## config.mk

```make
export PLATFORM = sky130hd
export DESIGN_NAME = sfrl_div
export DESIGN_NICKNAME = d
export VERILOG_FILES = /design/src/sfrl_pkg.sv /design/src/sfrl_div.sv
export SDC_FILE = /design/constraint.sdc
export NUM_CORES = 2
export LEC_CHECK = 0
export ABC_AREA = 1
export BUFFER_PORTS_ARGS = -buffer_cell sky130_fd_sc_hd__buf_2
export CAP_MARGIN = 40
export CORE_ASPECT_RATIO = 0.8
export CORE_MARGIN = 1.5
export CORE_UTILIZATION = 47
export DETAILED_ROUTE_END_ITERATION = 16
export PLACE_DENSITY_LB_ADDON = 0.15
export SLEW_MARGIN = 30
export SYNTH_ARGS = -nofsm -noshare
export SYNTH_HDL_FRONTEND = slang
export SYNTH_SLANG_ARGS = --single-unit
```

## constraint.sdc

```tcl
create_clock -name i_clk -period 3.1 [get_ports i_clk]
set_clock_uncertainty 0.15 [all_clocks]
set_input_delay 0.31 -clock i_clk [delete_from_list [all_inputs] [get_ports i_clk]]
set_output_delay 0.31 -clock i_clk [all_outputs]
set_load 0.02 [all_outputs]
```

## src/sfrl_pkg.sv

```systemverilog
// shared widths, types and register codes for the segment feed rate limiter
// no dependencies
`timescale 1ns / 1ps

package sfrl_pkg;

    localparam int NUM_AXES   = 4;
    localparam int POS_W      = 22;
    localparam int FEED_W     = 17;
    localparam int CFG_IDX_W  = 3;
    localparam int D_W        = 22;
    localparam int SQ_W       = 2 * D_W;
    localparam int SUM_W      = SQ_W + 2;
    localparam int FRAC_W     = 8;
    localparam int X_W        = SUM_W + 2 * FRAC_W;
    localparam int SQ_STAGES  = X_W / 2;
    localparam int ROOT_W     = SQ_STAGES;
    localparam int REM_W      = ROOT_W + 2;
    localparam int PROD_W     = FEED_W + ROOT_W;
    localparam int NUM_W      = PROD_W - FRAC_W;
    localparam int Q_W        = FEED_W + 1;
    localparam int DIV_STAGES = Q_W;
    localparam int DIV_LAT    = DIV_STAGES + 1;
    localparam int NUM_DIV    = NUM_AXES + 1;
    localparam int LATENCY    = 3 + SQ_STAGES + 1 + DIV_LAT + 2;

    localparam logic [FEED_W-1:0] CUT_FEED_RST = FEED_W'(1000);
    localparam logic [FEED_W-1:0] MAX_FEED_RST = FEED_W'(10000);
    localparam logic [FEED_W-1:0] MIN_FEED_RST = FEED_W'(10);
    localparam logic [Q_W-1:0]    Q_SAT        = Q_W'(1) << FEED_W;

    typedef enum logic [CFG_IDX_W-1:0] {
        REG_CUT_FEED = 3'd0,
        REG_MAX_FEED = 3'd1,
        REG_MIN_FEED = 3'd2,
        REG_RATE_X   = 3'd3,
        REG_RATE_Y   = 3'd4,
        REG_RATE_Z   = 3'd5,
        REG_RATE_A   = 3'd6
    } t_cfg_reg;

    typedef logic [D_W-1:0] t_delta;

    typedef struct packed {
        t_delta [NUM_AXES-1:0] d;
        logic [POS_W-1:0]      slen;
    } t_side;

    typedef struct packed {
        logic                mz;
        logic                sz;
        logic [NUM_AXES-1:0] use_cap;
    } t_flags;

endpackage

```

## src/sfrl_div.sv

```systemverilog
// pipelined restoring divider, one quotient bit per stage
// quotient saturates at 2^17 when it would not fit; uses sfrl_pkg
`timescale 1ns / 1ps

module sfrl_div (
    input  logic                       i_clk,
    input  logic                       i_rst_n,
    input  logic                       i_vld,
    input  logic [sfrl_pkg::NUM_W-1:0] i_num,
    input  logic [sfrl_pkg::D_W-1:0]   i_den,
    output logic                       o_vld,
    output logic [sfrl_pkg::Q_W-1:0]   o_q
);
    import sfrl_pkg::*;

    // setup stage: overflow check on the high part
    logic [D_W-1:0] r_rem0;
    logic [Q_W-1:0] r_low0;
    logic [D_W-1:0] r_den0;
    logic           r_ovf0;
    logic           r_vld0;

    logic [D_W-1:0] r_rem [DIV_STAGES];
    logic [Q_W-1:0] r_low [DIV_STAGES];
    logic [Q_W-1:0] r_q   [DIV_STAGES];
    logic [D_W-1:0] r_den [DIV_STAGES];
    logic           r_ovf [DIV_STAGES];
    logic           r_vld [DIV_STAGES];

    always_ff @(posedge i_clk) begin
        r_rem0 <= i_num[NUM_W-1:Q_W];
        r_low0 <= i_num[Q_W-1:0];
        r_den0 <= i_den;
        r_ovf0 <= (i_num[NUM_W-1:Q_W] >= i_den);
    end

    always_ff @(posedge i_clk) begin
        if (!i_rst_n) begin
            r_vld0 <= 1'b0;
        end else begin
            r_vld0 <= i_vld;
        end
    end

    for (genvar k = 0; k < DIV_STAGES; k++) begin : g_stage
        logic [D_W-1:0] w_rem_prev;
        logic [Q_W-1:0] w_low_prev;
        logic [Q_W-1:0] w_q_prev;
        logic [D_W-1:0] w_den_prev;
        logic           w_ovf_prev;
        logic           w_vld_prev;
        logic [D_W:0]   w_trial;
        logic           w_ge;

        if (k == 0) begin : g_first
            assign w_rem_prev = r_rem0;
            assign w_low_prev = r_low0;
            assign w_q_prev   = '0;
            assign w_den_prev = r_den0;
            assign w_ovf_prev = r_ovf0;
            assign w_vld_prev = r_vld0;
        end else begin : g_next
            assign w_rem_prev = r_rem[k-1];
            assign w_low_prev = r_low[k-1];
            assign w_q_prev   = r_q[k-1];
            assign w_den_prev = r_den[k-1];
            assign w_ovf_prev = r_ovf[k-1];
            assign w_vld_prev = r_vld[k-1];
        end

        assign w_trial = {w_rem_prev, w_low_prev[Q_W-1]};
        assign w_ge    = (w_trial >= {1'b0, w_den_prev});

        always_ff @(posedge i_clk) begin
            if (w_ge) begin
                r_rem[k] <= D_W'(w_trial - {1'b0, w_den_prev});
            end else begin
                r_rem[k] <= D_W'(w_trial);
            end
            r_low[k] <= {w_low_prev[Q_W-2:0], 1'b0};
            r_q[k]   <= {w_q_prev[Q_W-2:0], w_ge};
            r_den[k] <= w_den_prev;
            r_ovf[k] <= w_ovf_prev;
        end

        always_ff @(posedge i_clk) begin
            if (!i_rst_n) begin
                r_vld[k] <= 1'b0;
            end else begin
                r_vld[k] <= w_vld_prev;
            end
        end
    end

    assign o_vld = r_vld[DIV_STAGES-1];
    assign o_q   = r_ovf[DIV_STAGES-1] ? Q_SAT : r_q[DIV_STAGES-1];

endmodule

```

==> out/results.ini <==
[layout]
synthToLayoutAreaGrowth_pct=12.0
finalNetCount=9181
final_area_um2=66200
drive_above_1_share=0.0596
layout_common_cells=nand2_1 (2,831), inv_1 (1,704), dfxtp_1 (1,171), nand3_1 (718), nor2_1 (480)
mostFrequentLayoutCell=nand2_1

[clock_tree]
root_buffer=clkbuf_16
cts_tree=yes
clkLatencyLatePin_ns=0.75
cts_resized=0
htreeDepth=3
cts.sinks=1172
clk_pin_slew_ns=0.07
cts_buffers=117
ctsLongestPathBuffers=3

[synthesis]
synth_cells=8449
syn_area_um2=59100
yosysUniqueCellTypes=42
synth_edf_count=0
synthFlopType=dfxtp_1
ys_seq_area_frac=0.397
yosys_warnings=0
syn_nets=8949
syn_avg_cell_area_um2=6.99
async_flop_share=0
ys_ff_latch=1172

[place]
io_buffers=83
gp_congestion=0.956
dpl_worst_slack_ns=0.417
dp_hpwl_um=140000
dpl_cell_area_um2=61000

[floorplanning]
rows=116
dieWidth_um=399
design.die.area_um2=128000
io_pins=84
die_h_um=320
initial_utilization=0.473
core_um2=125000

[setup_path]
cp.required_ns=3.58
worstSetupPathType=flop to flop
start_kind=flop
r2r_cells=10
arrival_ns=3.25
crit_fanout=32
crit_path_end_kind=flop

[sta]
tightest_slew_ns=0.763
final.period_utilization=0.892
worst_slack_ns=0.335
slew-limit-headroom=0.487
rsz0062_at_grt=false
drv_slew=0
fin_crit_ns=2.76
fin_tns_setup_ns=0
max_freq_mhz=362
setup_violations=0
whs_ns=0.0599
finalHoldViolCount=0

[routing]
vias_per_cell=4.89
vias=51100
drt_wl_total_um=173000
dr.pass1.iters=8
drt_iter0_drc=4937
wl_per_cell_um=16.6
drc=0
detail-route-antenna-nets=0

[global_routing]
grt_pass1_vias=47000
grt_overflow=0
grt_max_degree=36
grt_pass1_wl_um=267000
grt_usage=0.269
antenna_found_initial=3

[power]
powerDensity_nw_per_um2=1110
p_leak_nw=36.5
ir_worst_vdd_uv=591
finalPower_mw=73.1

[run_status]
status=completed

[job]
maxCapViolations=0

[min_path]
hold_class=input pin to flop
hold_depth=2

## critical path: stages (launching register included)
cell and delay (ns):
dfxtp_1 0.35, inv_1 0.05, ha_1 0.44, nand2_1 0.12
nand2_1 0.08, nand2_1 0.07, nand2_1 0.09, a21oi_1 0.35
nand4_4 0.53, nand3_1 0.36, nand2_1 0.07
## power by group
group	total, mW	internal (mW)	switching, mW
registers	21.8	19.3	2.52
clock network	15.4	8.90	6.46
logic	36.0	12.0	24.0
## stage by stage
stage,utilization,cells
finish,0.530,10400
floorplan,-,8449
global placement,0.488,10100
CTS,0.530,10400
global route,0.530,10400
detailed placement,0.489,10100
## per-layer routing
| metal | global-route usage | routed length [um] | vias to the layer above | share of wire |
|---|---|---|---|---|
| met5 | 0 | 0 | - | 0 |
| met4 | 0.0544 | 3400 | 0 | 0.020 |
| met1 | 0.431 | 89900 | 22900 | 0.52 |
| met3 | 0.0641 | 16000 | 187 | 0.093 |
| li1 | - | - | 26300 | - |
| met2 | 0.352 | 63500 | 1654 | 0.37 |
## path summary, 6_finish.rpt
kind | startpoint | to | slack (ns)
max reg2reg | r_den[0][20] | r_rem[0][42] | 0.34
min reg2reg | r_low[4][9] | r_low[5][10] | 0.16
max | r_den[0][20] | r_rem[0][42] | 0.34
min | i_den[10] | g_stage[0].w_den_prev[10] | 0.06
## cell families after synthesis
family	Yosys count	synth area share
simple gates	4437	0.320
buf+inv	1797	0.123
flops	1172	0.397
compound gates	455	0.0426
fa+ha+maj	435	0.0943
xor+xnor	153	0.0227
## flip-flops by register name, summed over array words and instances (netlist names)
| register | cells |
|---|---|
| r_low | 153 |
| r_den | 374 |
| g_stage.w_rem_prev | 22 |
| g_stage.w_den_prev | 22 |
| r_q | 171 |
| g_stage.w_low_prev | 18 |
| r_ovf | 18 |
| g_stage.w_ovf_prev | 1 |
| r_rem | 374 |
| r_vld | 18 |
| g_stage.w_vld_prev | 1 |
## cells in the mapped netlist (all sizes together), types with 82 or more instances
cell type,number,area share
a21oi,232,0.020
nand3,739,0.064
buf,84,0.014
nand2,2899,0.19
nand3b,92,0.012
nor2,519,0.035
xor2,149,0.022
nand4,82,0.012
o21ai,170,0.016
ha,418,0.089
dfxtp,1172,0.40
inv,1709,0.11
## layout make-up
type	instances	area, um2
diodes	1	2.50
fillers	12500	58700
repair buffers	201	1580
clock inverters	80	1080
multi-input cells	5480	28300
well taps	1652	2070
clock buffers	143	3200
inverters	1709	6410
flip-flops and latches	1172	23500
## timing repair
| action | CTS | global route |
|---|---|---|
| endpoints found under the hold margin | 82 | 0 |
| endpoints found under the setup margin | 0 | 0 |
| buffers inserted | 0 | 0 |
| hold buffers | 78 | 0 |
Note: power is estimated with default switching activity, not from simulation.
